[src/rtl/assert_macros.svh]
// Assertion helpers for the RTL (used by edft_ctrl). Bodies compile away in synthesis builds.
`ifndef ASSERT_MACROS_SVH
`define ASSERT_MACROS_SVH

`ifndef SYNTHESIS

// Clocked property, disabled while reset is high.
`define ASSERT_CLK(label, clk, rst, prop, msg) \
  label: assert property (@(posedge clk) disable iff (rst) prop) else $error(msg);

// Condition that must never be true on a clock edge outside reset.
`define ASSERT_NEVER(label, clk, rst, cond, msg) \
  label: assert property (@(posedge clk) disable iff (rst) !(cond)) else $error(msg);

`else

`define ASSERT_CLK(label, clk, rst, prop, msg)
`define ASSERT_NEVER(label, clk, rst, cond, msg)

`endif

`endif

[src/rtl/edft_pkg.sv]
package edft_pkg;

  localparam int CFG_IDX_W  = 1;
  localparam int CFG_DATA_W = 31;

  localparam logic [CFG_IDX_W-1:0] REG_ACTIVE_TASKS = 1'd0;
  localparam logic [CFG_IDX_W-1:0] REG_HORIZON      = 1'd1;

  localparam logic KIND_TICK = 1'b0;
  localparam logic KIND_LOAD = 1'b1;

  typedef struct packed {
    logic        kind;
    logic [3:0]  task_slot;
    logic [15:0] task_period;
    logic [15:0] task_burst;
  } req_t;

  typedef struct packed {
    logic        idle;
    logic [3:0]  chosen_slot;
    logic [15:0] work_before;
    logic        job_done;
    logic        on_boundary;
    logic [15:0] finished_count;
    logic [15:0] killed_count;
  } res_t;

  typedef struct packed {
    logic [4:0]  active_tasks;
    logic [30:0] horizon;
  } cfg_t;

  // One task slot as stored in the table RAM.
  typedef struct packed {
    logic [15:0] period;
    logic [15:0] burst;
    logic [15:0] work;
    logic [31:0] deadline;
    logic [15:0] phase;
    logic [15:0] finished;
    logic [15:0] killed;
  } row_t;

  localparam int ROW_W = $bits(row_t);

  function automatic logic [15:0] sat_inc16(input logic [15:0] v);
    sat_inc16 = (v == 16'hFFFF) ? v : v + 16'd1;
  endfunction

  // Phase advances each tick and wraps at the period.
  function automatic logic [15:0] phase_step(input logic [15:0] phase,
                                             input logic [15:0] period);
    logic [16:0] ph;
    ph = {1'b0, phase} + 17'd1;
    phase_step = (ph >= {1'b0, period}) ? 16'd0 : ph[15:0];
  endfunction

endpackage

[src/rtl/edft_stream_if.sv]
interface edft_stream_if #(parameter type payload_t = logic) ();
  logic     valid;
  logic     ready;
  payload_t payload;

  modport source(output valid, output payload, input ready);
  modport sink(input valid, input payload, output ready);
endinterface

[src/rtl/edft_ram.sv]
module edft_ram #(
  parameter int WIDTH = 8,
  parameter int DEPTH = 16
) (
  input  logic                                     clk,
  input  logic                                     we,
  input  logic [((DEPTH > 1) ? $clog2(DEPTH) : 1)-1:0] waddr,
  input  logic [WIDTH-1:0]                         wdata,
  input  logic                                     re,
  input  logic [((DEPTH > 1) ? $clog2(DEPTH) : 1)-1:0] raddr,
  output logic [WIDTH-1:0]                         rdata
);

  logic [WIDTH-1:0] mem [DEPTH];

  always_ff @(posedge clk) begin
    if (we) begin
      mem[waddr] <= wdata;
    end
    if (re) begin
      rdata <= mem[raddr];
    end
  end

endmodule

[src/rtl/edft_ctrl.sv]
`include "assert_macros.svh"

module edft_ctrl #(
  parameter int NUM_SLOTS = 16
) (
  input  logic            clk,
  input  logic            rst,
  edft_stream_if.sink     req,
  input  edft_pkg::cfg_t  cfg,
  output logic            res_valid,
  input  logic            res_ready,
  output edft_pkg::res_t  res
);

  localparam int AW = (NUM_SLOTS > 1) ? $clog2(NUM_SLOTS) : 1;
  localparam int CW = $clog2(NUM_SLOTS + 1);
  localparam logic [CW-1:0] CNT_END  = CW'(NUM_SLOTS);
  localparam logic [AW-1:0] LAST_IDX = AW'(NUM_SLOTS - 1);

  localparam logic [1:0] S_IDLE   = 2'd0;
  localparam logic [1:0] S_SCAN   = 2'd1;
  localparam logic [1:0] S_UPDATE = 2'd2;
  localparam logic [1:0] S_EMIT   = 2'd3;

  logic [1:0]          state;
  logic [CW-1:0]       rd_cnt;
  logic                chk_vld;
  logic [AW-1:0]       chk_idx;
  logic                found;
  logic [AW-1:0]       best_idx;
  edft_pkg::row_t      best_row;
  edft_pkg::res_t      res_q;

  logic                accept;
  logic [6:0]          slot_ext;
  logic                slot_ok;
  logic [31:0]         cap;
  logic                rd_en;
  logic [AW-1:0]       rd_addr;
  edft_pkg::row_t      rd_row;
  logic                ram_we;
  logic [AW-1:0]       ram_waddr;
  edft_pkg::row_t      ram_wdata;
  edft_pkg::row_t      load_row;
  edft_pkg::row_t      scan_row;
  edft_pkg::row_t      upd_row;
  edft_pkg::res_t      upd_res;
  logic                elig;
  logic [15:0]         work_dec;
  logic                done;
  logic                boundary;
  logic [32:0]         dl_sum;
  logic [31:0]         dl_new;
  logic [6:0]          best_ext;

  assign req.ready = (state == S_IDLE);
  assign accept    = req.valid && req.ready;
  assign slot_ext  = 7'(req.payload.task_slot);
  assign slot_ok   = slot_ext < 7'(NUM_SLOTS);
  assign cap       = {1'b0, cfg.horizon} + 32'd1;

  assign rd_en   = (state == S_SCAN) && (rd_cnt != CNT_END);
  assign rd_addr = rd_cnt[AW-1:0];

  edft_ram #(
    .WIDTH(edft_pkg::ROW_W),
    .DEPTH(NUM_SLOTS)
  ) u_table (
    .clk  (clk),
    .we   (ram_we),
    .waddr(ram_waddr),
    .wdata(ram_wdata),
    .re   (rd_en),
    .raddr(rd_addr),
    .rdata(rd_row)
  );

  always_comb begin
    load_row          = '0;
    load_row.period   = req.payload.task_period;
    load_row.burst    = req.payload.task_burst;
    load_row.work     = req.payload.task_burst;
    load_row.deadline = {16'd0, req.payload.task_period};
  end

  // Compare stage of the scan: one row per cycle against the running best.
  always_comb begin
    elig = chk_vld
        && (7'(chk_idx) < 7'(cfg.active_tasks))
        && (rd_row.work != 16'd0)
        && (rd_row.deadline <= cap)
        && (!found || rd_row.deadline <= best_row.deadline);
    scan_row       = rd_row;
    scan_row.phase = edft_pkg::phase_step(rd_row.phase, rd_row.period);
  end

  always_comb begin
    work_dec = best_row.work - 16'd1;
    done     = (work_dec == 16'd0);
    boundary = (best_row.phase == 16'd0);
    dl_sum   = {1'b0, best_row.deadline} + 33'(best_row.period);
    dl_new   = dl_sum[32] ? 32'hFFFF_FFFF : dl_sum[31:0];
    best_ext = 7'(best_idx);

    upd_row          = best_row;
    upd_row.phase    = edft_pkg::phase_step(best_row.phase, best_row.period);
    upd_row.work     = done ? best_row.burst : work_dec;
    upd_row.deadline = done ? dl_new : best_row.deadline;
    if (done && boundary) begin
      upd_row.finished = edft_pkg::sat_inc16(best_row.finished);
    end
    if (done && !boundary) begin
      upd_row.killed = edft_pkg::sat_inc16(best_row.killed);
    end

    upd_res = '0;
    if (!found) begin
      upd_res.idle = 1'b1;
    end else begin
      upd_res.chosen_slot    = best_ext[3:0];
      upd_res.work_before    = best_row.work;
      upd_res.job_done       = done;
      upd_res.on_boundary    = done && boundary;
      upd_res.finished_count = upd_row.finished;
      upd_res.killed_count   = upd_row.killed;
    end
  end

  always_comb begin
    ram_we    = 1'b0;
    ram_waddr = chk_idx;
    ram_wdata = scan_row;
    unique case (state)
      S_IDLE: begin
        ram_we    = accept && (req.payload.kind == edft_pkg::KIND_LOAD) && slot_ok;
        ram_waddr = slot_ext[AW-1:0];
        ram_wdata = load_row;
      end
      S_SCAN: begin
        ram_we    = chk_vld;
        ram_waddr = chk_idx;
        ram_wdata = scan_row;
      end
      S_UPDATE: begin
        ram_we    = found;
        ram_waddr = best_idx;
        ram_wdata = upd_row;
      end
      S_EMIT: begin
        ram_we = 1'b0;
      end
      default: begin
        ram_we = 1'b0;
      end
    endcase
  end

  always_ff @(posedge clk) begin
    if (rst) begin
      state   <= S_IDLE;
      rd_cnt  <= '0;
      chk_vld <= 1'b0;
      found   <= 1'b0;
    end else begin
      unique case (state)
        S_IDLE: begin
          if (accept && req.payload.kind == edft_pkg::KIND_TICK) begin
            state   <= S_SCAN;
            rd_cnt  <= '0;
            chk_vld <= 1'b0;
            found   <= 1'b0;
          end
        end
        S_SCAN: begin
          chk_vld <= rd_en;
          if (rd_en) begin
            rd_cnt <= rd_cnt + CW'(1);
          end
          if (elig) begin
            found <= 1'b1;
          end
          if (chk_vld && chk_idx == LAST_IDX) begin
            state <= S_UPDATE;
          end
        end
        S_UPDATE: begin
          state <= S_EMIT;
        end
        S_EMIT: begin
          if (res_ready) begin
            state <= S_IDLE;
          end
        end
        default: begin
          state <= S_IDLE;
        end
      endcase
    end
  end

  always_ff @(posedge clk) begin
    if (rd_en) begin
      chk_idx <= rd_addr;
    end
    if (state == S_SCAN && elig) begin
      best_idx <= chk_idx;
      best_row <= rd_row;
    end
    if (state == S_UPDATE) begin
      res_q <= upd_res;
    end
  end

  assign res_valid = (state == S_EMIT);
  assign res       = res_q;

  `ASSERT_CLK(a_best_under_cap, clk, rst, (state == S_UPDATE && found) |-> (best_row.deadline <= cap), "chosen deadline above horizon")
  `ASSERT_NEVER(a_rw_collision, clk, rst, rd_en && ram_we && (ram_waddr == rd_addr), "table read and write hit the same slot")
  `ASSERT_CLK(a_emit_after_update, clk, rst, $rose(res_valid) |-> ($past(state) == S_UPDATE), "result raised without an update step")

endmodule

[src/rtl/edf_tick_scheduler.sv]
// Earliest-deadline-first tick scheduler over a table of NUM_SLOTS task slots.
// req carries items: kind selects a load (writes one slot's period and burst,
// resets its deadline, work, phase and job counters) or a tick.
// rsp carries one result per tick; loads give no result.
// Configuration (cfg_we/cfg_index/cfg_data): index 0 active_tasks, 1 horizon;
// write only while no tick is in flight.
// A load is written to its slot as it is accepted and leaves req.ready high. A tick
// reads every slot of the table RAM once through one compare unit (one slot per
// cycle, with a registered read), writes each slot back with its phase stepped,
// then writes the chosen slot, if any, back and hands the result to the output
// register; req.ready stays low from the accepted tick until that hand-off, so a
// new item is taken only once the table walk of the last tick is through.
// rsp is a register stage: a new item is taken while a result waits there; if
// the receiver stalls, the next tick holds at its end until the stage frees up.
// Synchronous reset clears control state, the configuration and rsp.valid; table
// contents are undefined until each slot is loaded.
module edf_tick_scheduler #(
  parameter int NUM_SLOTS = 16
) (
  input  logic                             clk,
  input  logic                             rst,
  edft_stream_if.sink                      req,
  edft_stream_if.source                    rsp,
  input  logic                             cfg_we,
  input  logic [edft_pkg::CFG_IDX_W-1:0]   cfg_index,
  input  logic [edft_pkg::CFG_DATA_W-1:0]  cfg_data
);

  edft_pkg::cfg_t cfg;
  edft_pkg::res_t res;
  logic           res_valid;
  logic           res_ready;

  always_ff @(posedge clk) begin
    if (rst) begin
      cfg <= '0;
    end else if (cfg_we) begin
      unique case (cfg_index)
        edft_pkg::REG_ACTIVE_TASKS: cfg.active_tasks <= cfg_data[4:0];
        edft_pkg::REG_HORIZON:      cfg.horizon      <= cfg_data;
        default: begin
        end
      endcase
    end
  end

  edft_ctrl #(
    .NUM_SLOTS(NUM_SLOTS)
  ) u_ctrl (
    .clk      (clk),
    .rst      (rst),
    .req      (req),
    .cfg      (cfg),
    .res_valid(res_valid),
    .res_ready(res_ready),
    .res      (res)
  );

  assign res_ready = res_valid && (!rsp.valid || rsp.ready);

  always_ff @(posedge clk) begin
    if (rst) begin
      rsp.valid <= 1'b0;
    end else if (res_ready) begin
      rsp.valid <= 1'b1;
    end else if (rsp.ready) begin
      rsp.valid <= 1'b0;
    end
  end

  always_ff @(posedge clk) begin
    if (res_ready) begin
      rsp.payload <= res;
    end
  end

endmodule

[src/flat_wrapper.sv]
// flat-port wrapper written by rule: the top's interface ports become plain ports
module edf_tick_scheduler_flat 
#(
  parameter int NUM_SLOTS = 16
)
  (clk, rst, cfg_we, cfg_index, cfg_data, req_valid, req_payload, req_ready, rsp_valid, rsp_payload, rsp_ready);
  edft_stream_if #(.payload_t(edft_pkg::req_t)) req_i ();
  edft_stream_if #(.payload_t(edft_pkg::res_t)) rsp_i ();
  input  logic clk;
  input  logic rst;
  input  logic cfg_we;
  input  logic [edft_pkg::CFG_IDX_W-1:0] cfg_index;
  input  logic [edft_pkg::CFG_DATA_W-1:0] cfg_data;
  input wire logic [$bits(req_i.valid)-1:0] req_valid;
  input wire logic [$bits(req_i.payload)-1:0] req_payload;
  output wire logic [$bits(req_i.ready)-1:0] req_ready;
  output wire logic [$bits(rsp_i.valid)-1:0] rsp_valid;
  output wire logic [$bits(rsp_i.payload)-1:0] rsp_payload;
  input wire logic [$bits(rsp_i.ready)-1:0] rsp_ready;
  assign req_i.valid = req_valid;
  assign req_i.payload = req_payload;
  assign req_ready = req_i.ready;
  assign rsp_valid = rsp_i.valid;
  assign rsp_payload = rsp_i.payload;
  assign rsp_i.ready = rsp_ready;
  edf_tick_scheduler #(.NUM_SLOTS(NUM_SLOTS)) u_core (.clk(clk), .rst(rst), .req(req_i), .rsp(rsp_i), .cfg_we(cfg_we), .cfg_index(cfg_index), .cfg_data(cfg_data));
endmodule
[config.mk]
export PLATFORM = sky130hd
export DESIGN_NAME = edf_tick_scheduler_flat
export DESIGN_NICKNAME = d
export VERILOG_FILES = /design/src/rtl/edft_pkg.sv /design/src/rtl/edft_stream_if.sv /design/src/rtl/edft_ram.sv /design/src/rtl/edft_ctrl.sv /design/src/rtl/edf_tick_scheduler.sv /design/src/flat_wrapper.sv
export VERILOG_INCLUDE_DIRS = /design/src /design/src/rtl
export SDC_FILE = /design/constraint.sdc
export NUM_CORES = 2
export LEC_CHECK = 0
export BUFFER_PORTS_ARGS = -buffer_cell sky130_fd_sc_hd__buf_2
export CORE_MARGIN = 5
export CORE_UTILIZATION = 63
export DETAILED_ROUTE_END_ITERATION = 6
export PLACE_DENSITY = 0.8
export SLEW_MARGIN = 40
export SYNTH_ARGS = -nofsm -noshare
export SYNTH_HDL_FRONTEND = slang
export SYNTH_SLANG_ARGS = --single-unit
[constraint.sdc]
create_clock -name clk -period 13.1 [get_ports clk]
set_clock_uncertainty 0.15 [all_clocks]
set_input_delay 0.655 -clock clk [delete_from_list [all_inputs] [get_ports clk]]
set_output_delay 0.655 -clock clk [all_outputs]
set_load 0.005 [all_outputs]
# [Yosys cells after proc, flatten, opt, wreduce, memory -nomap -nowiden]
# Memory sizes are Yosys's and may differ from the RTL's. A register that Yosys moved wholly into a read port is not among the register bits.
# Cells that the tools add are included.
[classes] n_addsub=8 magnitude_cmp=6 n_eq_ne=12 n_mux=28 bitwise=2 reduce_logical=31
[op_table] cell="$pmux W128 S2" n=1
[op_table] cell="$mux W16" n=7
[op_table] cell="$le A32 B32 Y1" n=2
[op_table] cell="$mux W32" n=2
[op_table] cell="$add A16 B1 Y17 const B" n=2
[op_table] cell="$ge A17 B16 Y1" n=2
[op_table] cell="$add A32 B16 Y33" n=1
[op_table] cell="$add A16 B1 Y16 const B" n=2
[op_table] cell="$add A31 B1 Y32 const B" n=1
[op_table] cell="$eq A16 B16 Y1 const B" n=2
[op_table] cell="$logic_not A16 Y1" n=2
[op_table] cell="$reduce_bool A16 Y1" n=1
[op_table] cell="$sub A16 B1 Y16 const B" n=1
[op_table] cell="$logic_and A1 B1 Y1" n=14
[op_table] cell="$mux W5" n=2
[op_table] cell="$pmux W5 S2" n=1
[op_table] cell="$reduce_and A3 Y1" n=3
[op_table] cell="$pmux W2 S4" n=1
[op_table] cell="$pmux W4 S2" n=1
[op_table] cell="$mux W1" n=7
[op_table] cell="$mux W2" n=3
[op_table] cell="$ne A2 B2 Y1 const B" n=3
[op_table] cell="$reduce_and A2 Y1" n=3
[op_table] cell="$add A5 B1 Y5 const B" n=1
[op_table] cell="14 further kinds" n=22
[word_totals] reg_bits=292 ram_bits=2048 inputBits=74 output_inout_bits=57 elab_cells=118 mem_count=1
[mem_list] memory="u_core.u_ctrl.u_table.mem" words=16 width=128 read_ports=1 rd_ports_with_merged_regs=1 wr=1 line_no="edft_ram.sv:14" text="logic [WIDTH-1:0] mem [DEPTH];"

# [Logic depth before layout (Yosys ltp)]
[depth] depth_word=7 mapped_depth=16 ltp_nobuf=16

# [Modules after synthesis]
# Synthesis repeated with hierarchy kept, for this count alone.
[hier_totals] cells_unflattened=5199 hier_area_um2=99469.1
[by_module_without_submodules] mod="edft_ram" instances=1 cells_per_inst=3354 area_each_um2=80766.2 seq_area_each_um2=65342.7
[by_module_without_submodules] mod="edft_ctrl" instances=1 cells_per_inst=1626 area_each_um2=15313.4 seq_area_each_um2=5915.7
[by_module_without_submodules] mod="edf_tick_scheduler" instances=1 cells_per_inst=219 area_each_um2=3389.5 seq_area_each_um2=2392.3

# [Worst setup path before layout]
# No wires, ideal clock.
[synth_path] path_type="reg-to-reg" start="reg u_core.cfg[0] (netlist name)" end="reg u_core.u_ctrl.best_idx[0], enable pin" setup_time_ps=702 t_arrival_ps=9718 required_time_ps=12248 slack_ps=2530 path_stages_with_launch=17 n_path_buf=0 period_less_slack_ps=10570 cell_sequence="dfxtp_1 > ha_1 > and3_1 > nand4_1 > nor2_1 > and2_1 > nor2b_1 > nand3_1 > xor2_1 > ha_1 > nand4_1 > nor4_1 > nand3_1 > nor3b_1 > a22oi_1 > o211ai_1 > a31oi_1"
[synth_via] elab_chain_len=5
[synth_rtl] element="$add A31 B1 Y32" line_no="edft_ctrl.sv:60" text="assign cap = {1'b0, cfg.horizon} + 32'd1;"
[synth_rtl] element="$le A32 B32 Y1" line_no="edft_ctrl.sv:91" text="&& (rd_row.deadline <= cap)"
[synth_rtl] element="$logic_and A1 B1 Y1" line_no="edft_ctrl.sv:91"
[synth_rtl] element="$logic_and A1 B1 Y1" line_no="edft_ctrl.sv:92" text="&& (!found || rd_row.deadline <= best_row.deadline);"
[synth_rtl] element="$logic_and A1 B1 Y1" line_no="edft_ctrl.sv:205" text="if (state == S_SCAN && elig) begin"
[synth_rtl] element="end signal: assignment" line_no="edft_ctrl.sv:206" text="best_idx <= chk_idx;"
[synth_rtl] element="end: declaration" line_no="edft_ctrl.sv:30" text="logic [AW-1:0] best_idx;"
# No other way between the ends.
# A chain may end at the register's enable or synchronous reset.

# [Final worst setup path]
[layout_path] start="reg u_core.cfg[0] (netlist name)" end="reg u_core.u_ctrl.best_row[20] in the netlist's numbering, enable pin"
[layout_via] elab_chain_len=5
[layout_rtl] element="$add A31 B1 Y32" line_no="edft_ctrl.sv:60"
[layout_rtl] element="$le A32 B32 Y1" line_no="edft_ctrl.sv:91"
[layout_rtl] element="$logic_and A1 B1 Y1" line_no="edft_ctrl.sv:91"
[layout_rtl] element="$logic_and A1 B1 Y1" line_no="edft_ctrl.sv:92"
[layout_rtl] element="$logic_and A1 B1 Y1" line_no="edft_ctrl.sv:205"
[layout_rtl] element="end signal: assignment" line_no="edft_ctrl.sv:207" text="best_row <= rd_row;"
[layout_rtl] element="end: declaration" line_no="edft_ctrl.sv:31" text="edft_pkg::row_t best_row;"
# No other way between the ends.

==> impl_metrics.prom <==
# TYPE chip_impl_metric gauge
chip_impl_metric{name="cts_setup_buffers",unit=""} 0
chip_impl_metric{name="ctsHoldBuffers",unit=""} 31
chip_impl_metric{name="cell_count_final_fillers_out",unit=""} 7325
chip_impl_metric{name="period_share",unit="%"} 45.42
chip_impl_metric{name="dieWidth",unit="um"} 405.2
chip_impl_metric{name="multiInputGateArea",unit="um^2"} 23880
chip_impl_info{name="crit-reg2reg-launch",value="u_core.cfg[0]$_SDFFE_PP0P_"} 1
chip_impl_metric{name="tightestPinTransition",unit="ns"} 0.9183
chip_impl_info{name="yosys-top-cells-area",value="sky130_fd_sc_hd__edfxtp_1 (74%), sky130_fd_sc_hd__mux4_2 (15%), sky130_fd_sc_hd__ha_1 (1.6%)"} 1
chip_impl_metric{name="core.rowCount",unit=""} 145
chip_impl_metric{name="timing.hold.ws",unit="ns"} 0.06388
chip_impl_metric{name="grt_overflow",unit=""} 0
chip_impl_metric{name="ff_latch_area",unit="um^2"} 73670
chip_impl_info{name="synth.largest_area_cell",value="sky130_fd_sc_hd__edfxtp_1"} 1
chip_impl_info{name="worstSetupEndpointType",value="register"} 1
chip_impl_metric{name="cts-buffers-inserted",unit=""} 226
chip_impl_metric{name="core_area",unit="um^2"} 155700
chip_impl_metric{name="number_of_warnings_issued_by_yosys",unit=""} 0
chip_impl_info{name="grt_setup_unrepaired",value="no"} 1
chip_impl_metric{name="final_design_area_no_fill",unit="um^2"} 110800
chip_impl_metric{name="grt_antenna_before_repair",unit=""} 5
chip_impl_metric{name="netlist-cell-type-count",unit=""} 83
chip_impl_metric{name="clock_insertion_delay_worst_skew",unit="ns"} 0.87
chip_impl_metric{name="static-leakage-power",unit="nW"} 35.07
chip_impl_metric{name="syn-instance-count",unit=""} 4773
chip_impl_metric{name="cts_buffer_depth",unit=""} 3
chip_impl_metric{name="slew_violations",unit=""} 0
chip_impl_metric{name="numClockSinks",unit=""} 2468
chip_impl_metric{name="num_io_pins",unit=""} 131
chip_impl_metric{name="final_util",unit="%"} 71.21
chip_impl_metric{name="worst_slew_margin_rel",unit="%"} 38.78
chip_impl_metric{name="remaining_drc_errors",unit=""} 0
chip_impl_info{name="synth.most_common_cell",value="sky130_fd_sc_hd__edfxtp_1"} 1
chip_impl_metric{name="pin_count_of_the_biggest_net_entering_global_routing",unit=""} 129
chip_impl_info{name="tritoncts",value="yes"} 1
chip_impl_metric{name="clk_pin_slew_worst_paths",unit="ns"} 0.06
chip_impl_metric{name="dp_hpwl",unit="um"} 133700
chip_impl_metric{name="final.fill_count",unit=""} 8456
chip_impl_metric{name="min_period",unit="ns"} 5.950
chip_impl_metric{name="finish.net_count",unit=""} 5280
chip_impl_metric{name="cts_repair_resize_count",unit=""} 0
chip_impl_metric{name="dr_total_vias",unit=""} 52760
chip_impl_metric{name="cts.htree.levels",unit=""} 4
chip_impl_metric{name="io_buffer_count",unit=""} 130
chip_impl_metric{name="detail_route.wl_per_cell",unit="um"} 35.74
chip_impl_metric{name="setup-tns-final",unit="ns"} 0
chip_impl_metric{name="whs_path_depth",unit=""} 4
chip_impl_info{name="most_common_library_cells_after_synthesis",value="sky130_fd_sc_hd__edfxtp_1 (2,422), sky130_fd_sc_hd__mux4_2 (640), sky130_fd_sc_hd__nand2_1 (180), sky130_fd_sc_hd__clkbuf_1 (173), sky130_fd_sc_hd__ha_1 (129)"} 1
chip_impl_metric{name="arrival",unit="ns"} 6.27
chip_impl_metric{name="cell_count_after_placement",unit=""} 6874
chip_impl_metric{name="gp_congestion",unit=""} 0.8768
chip_impl_metric{name="wl",unit="um"} 261800
chip_impl_metric{name="postSynthNetCount",unit=""} 4977
chip_impl_info{name="worst-setup-path-type",value="reg2reg"} 1
chip_impl_metric{name="syn_avg_cell_area",unit="um^2"} 20.61
chip_impl_metric{name="start_util",unit="%"} 63.20
chip_impl_metric{name="grt_pass1_vias",unit=""} 53830
chip_impl_metric{name="syn2layout_area_growth",unit="%"} 12.67
chip_impl_metric{name="worstPathMaxFanout",unit=""} 67
chip_impl_info{name="clock-root-buffer",value="sky130_fd_sc_hd__clkbuf_16"} 1
chip_impl_metric{name="async_flop_share",unit="%"} 0
chip_impl_info{name="synth_top_flop_cell",value="sky130_fd_sc_hd__edfxtp_1"} 1
chip_impl_metric{name="report.final.setup_viol",unit=""} 0
chip_impl_metric{name="synth-seq-area-share",unit="%"} 74.86
chip_impl_info{name="hold_path.startpoint",value="rsp_ready"} 1
chip_impl_metric{name="first_iter_violations",unit=""} 8655
chip_impl_metric{name="worst-r2r-cell-count",unit=""} 18
chip_impl_metric{name="syn_area",unit="um^2"} 98380
chip_impl_metric{name="grt_pass1_wl",unit="um"} 377500
chip_impl_info{name="setup.worst_path.start_class",value="register"} 1
chip_impl_metric{name="max_cap_viol_count",unit=""} 0
chip_impl_metric{name="synth_edf_count",unit=""} 2422
chip_impl_metric{name="drt.antenna.violating_nets",unit=""} 0
chip_impl_metric{name="synth_top_area_share",unit="%"} 73.92
chip_impl_metric{name="number_of_failing_hold_endpoints_at_the_final_stage",unit=""} 0
chip_impl_metric{name="placement.cell_area",unit="um^2"} 102900
chip_impl_info{name="run_status",value="finished clean"} 1
chip_impl_metric{name="power.density",unit="nW/um^2"} 198.0
chip_impl_info{name="rr_endpoint",value="u_core.u_ctrl.best_row[20]$_DFFE_PP_"} 1
chip_impl_metric{name="critical_path_required_time",unit="ns"} 13.42
chip_impl_metric{name="viasPerCell",unit=""} 7.202
chip_impl_metric{name="layout-drive-gt1-share",unit="%"} 25.59
chip_impl_metric{name="setup_slack_reg_to_reg",unit="ns"} 7.15
chip_impl_metric{name="max_freq",unit="MHz"} 168.1
chip_impl_info{name="endpoint_of_the_worst_hold_timing_path",value="u_core.rsp.valid$_SDFFE_PP0P_"} 1
chip_impl_metric{name="globalRouteTotalUtil",unit="%"} 32.25
chip_impl_metric{name="fp.dieH",unit="um"} 405.2
chip_impl_metric{name="drt_pass_1_iters",unit=""} 6
chip_impl_metric{name="dieArea",unit="um^2"} 164200
chip_impl_metric{name="vdd_drop_max",unit="mV"} 0.1712
chip_impl_info{name="min_path_type",value="in2reg"} 1
chip_impl_metric{name="synth_seq_cells",unit=""} 2468
[cells by family (layout without fill, tap and decap cells)]
group,after synthesis,after routing,share of synthesized area [%]
flops,2468,2468,74.86
mux,666,666,14.92
simple gates,619,619,3.237
xor+xnor,95,95,0.8533
buf+inv,343,834,1.328
compound gates,452,452,3.143
other cells,0,3,0
fa+ha+maj,130,130,1.661
[routing by layer]
layer | GRT usage (%) | vias to the layer above | routed length, um
li1 | - | 20430 | -
met1 | 42.88 | 27020 | 87940
met2 | 52.54 | 4497 | 129300
met3 | 7.333 | 809 | 31940
met4 | 13.66 | 8 | 12560
met5 | 0 | - | 48
[stage by stage]
step	worst slack (ns)	total power (W)
detailed placement	7.317	0.01520
global route	6.781	0.02261
CTS	7.227	0.02188
floorplan	2.530	0.01362
global placement	6.832	0.01488
finish	7.150	0.02194
[critical path, stage by stage, from the launching register on]
cell	delay [ns]
sky130_fd_sc_hd__dfxtp_1	0.41
sky130_fd_sc_hd__ha_1	0.23
sky130_fd_sc_hd__and3_1	0.26
sky130_fd_sc_hd__nand4_1	0.20
sky130_fd_sc_hd__nor2_1	0.22
sky130_fd_sc_hd__and2_1	0.24
sky130_fd_sc_hd__nor2b_1	0.34
sky130_fd_sc_hd__nand3_1	0.16
sky130_fd_sc_hd__xor2_1	0.17
sky130_fd_sc_hd__ha_1	0.30
sky130_fd_sc_hd__nand4_1	0.15
sky130_fd_sc_hd__nor4_1	0.42
sky130_fd_sc_hd__nand3_1	0.18
sky130_fd_sc_hd__nor3b_1	0.17
sky130_fd_sc_hd__a22oi_1	0.19
sky130_fd_sc_hd__o211ai_1	0.20
sky130_fd_sc_hd__a31oi_4	0.18
sky130_fd_sc_hd__buf_6	0.60
sky130_fd_sc_hd__buf_6	0.63
[power by group]
part           switching (W)  internal, W
combinational        0.00289      0.00127
clock                0.00290      0.00378
sequential          0.000359       0.0108
total                0.00615       0.0158
[cell type report]
| cell class | instances | share of cell area, % |
|---|---|---|
| Timing Repair Buffer | 299 | 2.550 |
| Inverter | 119 | 0.4030 |
| Clock buffer | 267 | 5.311 |
| Tap cell | 2058 | 2.323 |
| Clock inverter | 149 | 1.408 |
| Sequential cell | 2468 | 66.46 |
| Multi-Input combinational cell | 1962 | 21.54 |
| Antenna cell | 3 | 0.006773 |
[how the worst max path moves through the flow]
stage                                     startpoint                                    to  cells after the start
after floorplan           u_core.cfg[0]$_SDFFE_PP0P_   u_core.u_ctrl.best_idx[0]$_DFFE_PP_                     16
after global placement    u_core.cfg[4]$_SDFFE_PP0P_  u_core.u_ctrl.best_row[29]$_DFFE_PP_                     17
final                     u_core.cfg[0]$_SDFFE_PP0P_  u_core.u_ctrl.best_row[20]$_DFFE_PP_                     18
after global routing      u_core.cfg[4]$_SDFFE_PP0P_  u_core.u_ctrl.best_row[26]$_DFFE_PP_                     17
after CTS                 u_core.cfg[0]$_SDFFE_PP0P_  u_core.u_ctrl.best_row[19]$_DFFE_PP_                     18
after detailed placement  u_core.cfg[4]$_SDFFE_PP0P_  u_core.u_ctrl.best_row[19]$_DFFE_PP_                     17
[cell usage in the layout (no fill, tap or decap), drive strengths merged, types with 16 or more instances in the layout]
cell,count
edfxtp,2422
mux4,640
buf,268
clkbuf,267
nand2,181
ha,129
inv,123
a21oi,117
clkinv,111
o21ai,101
nor2,97
and2,66
nand3,58
nand4,51
xor2,48
xnor2,47
a21o,46
dfxtp,46
a22oi,40
nor3,36
dlygate4sd3,31
bufinv,29
and3,26
nor4,25
mux2i,23
a22o,20
a221o,19
a211oi,16
[flip-flops by register name, indices dropped and copies added (netlist names), 2 cells and up]
name and cells:
u_core.u_ctrl.u_table.rdata 128, u_core.u_ctrl.state 2, u_core.rsp.payload 55, u_core.u_ctrl.chk_idx 4, u_core.u_ctrl.u_table.mem 2048, u_core.u_ctrl.best_row 128, u_core.cfg 36, u_core.u_ctrl.best_idx 4
u_core.u_ctrl.rd_cnt 5, u_core.u_ctrl.res 55
(Power assumes the default switching activity.)
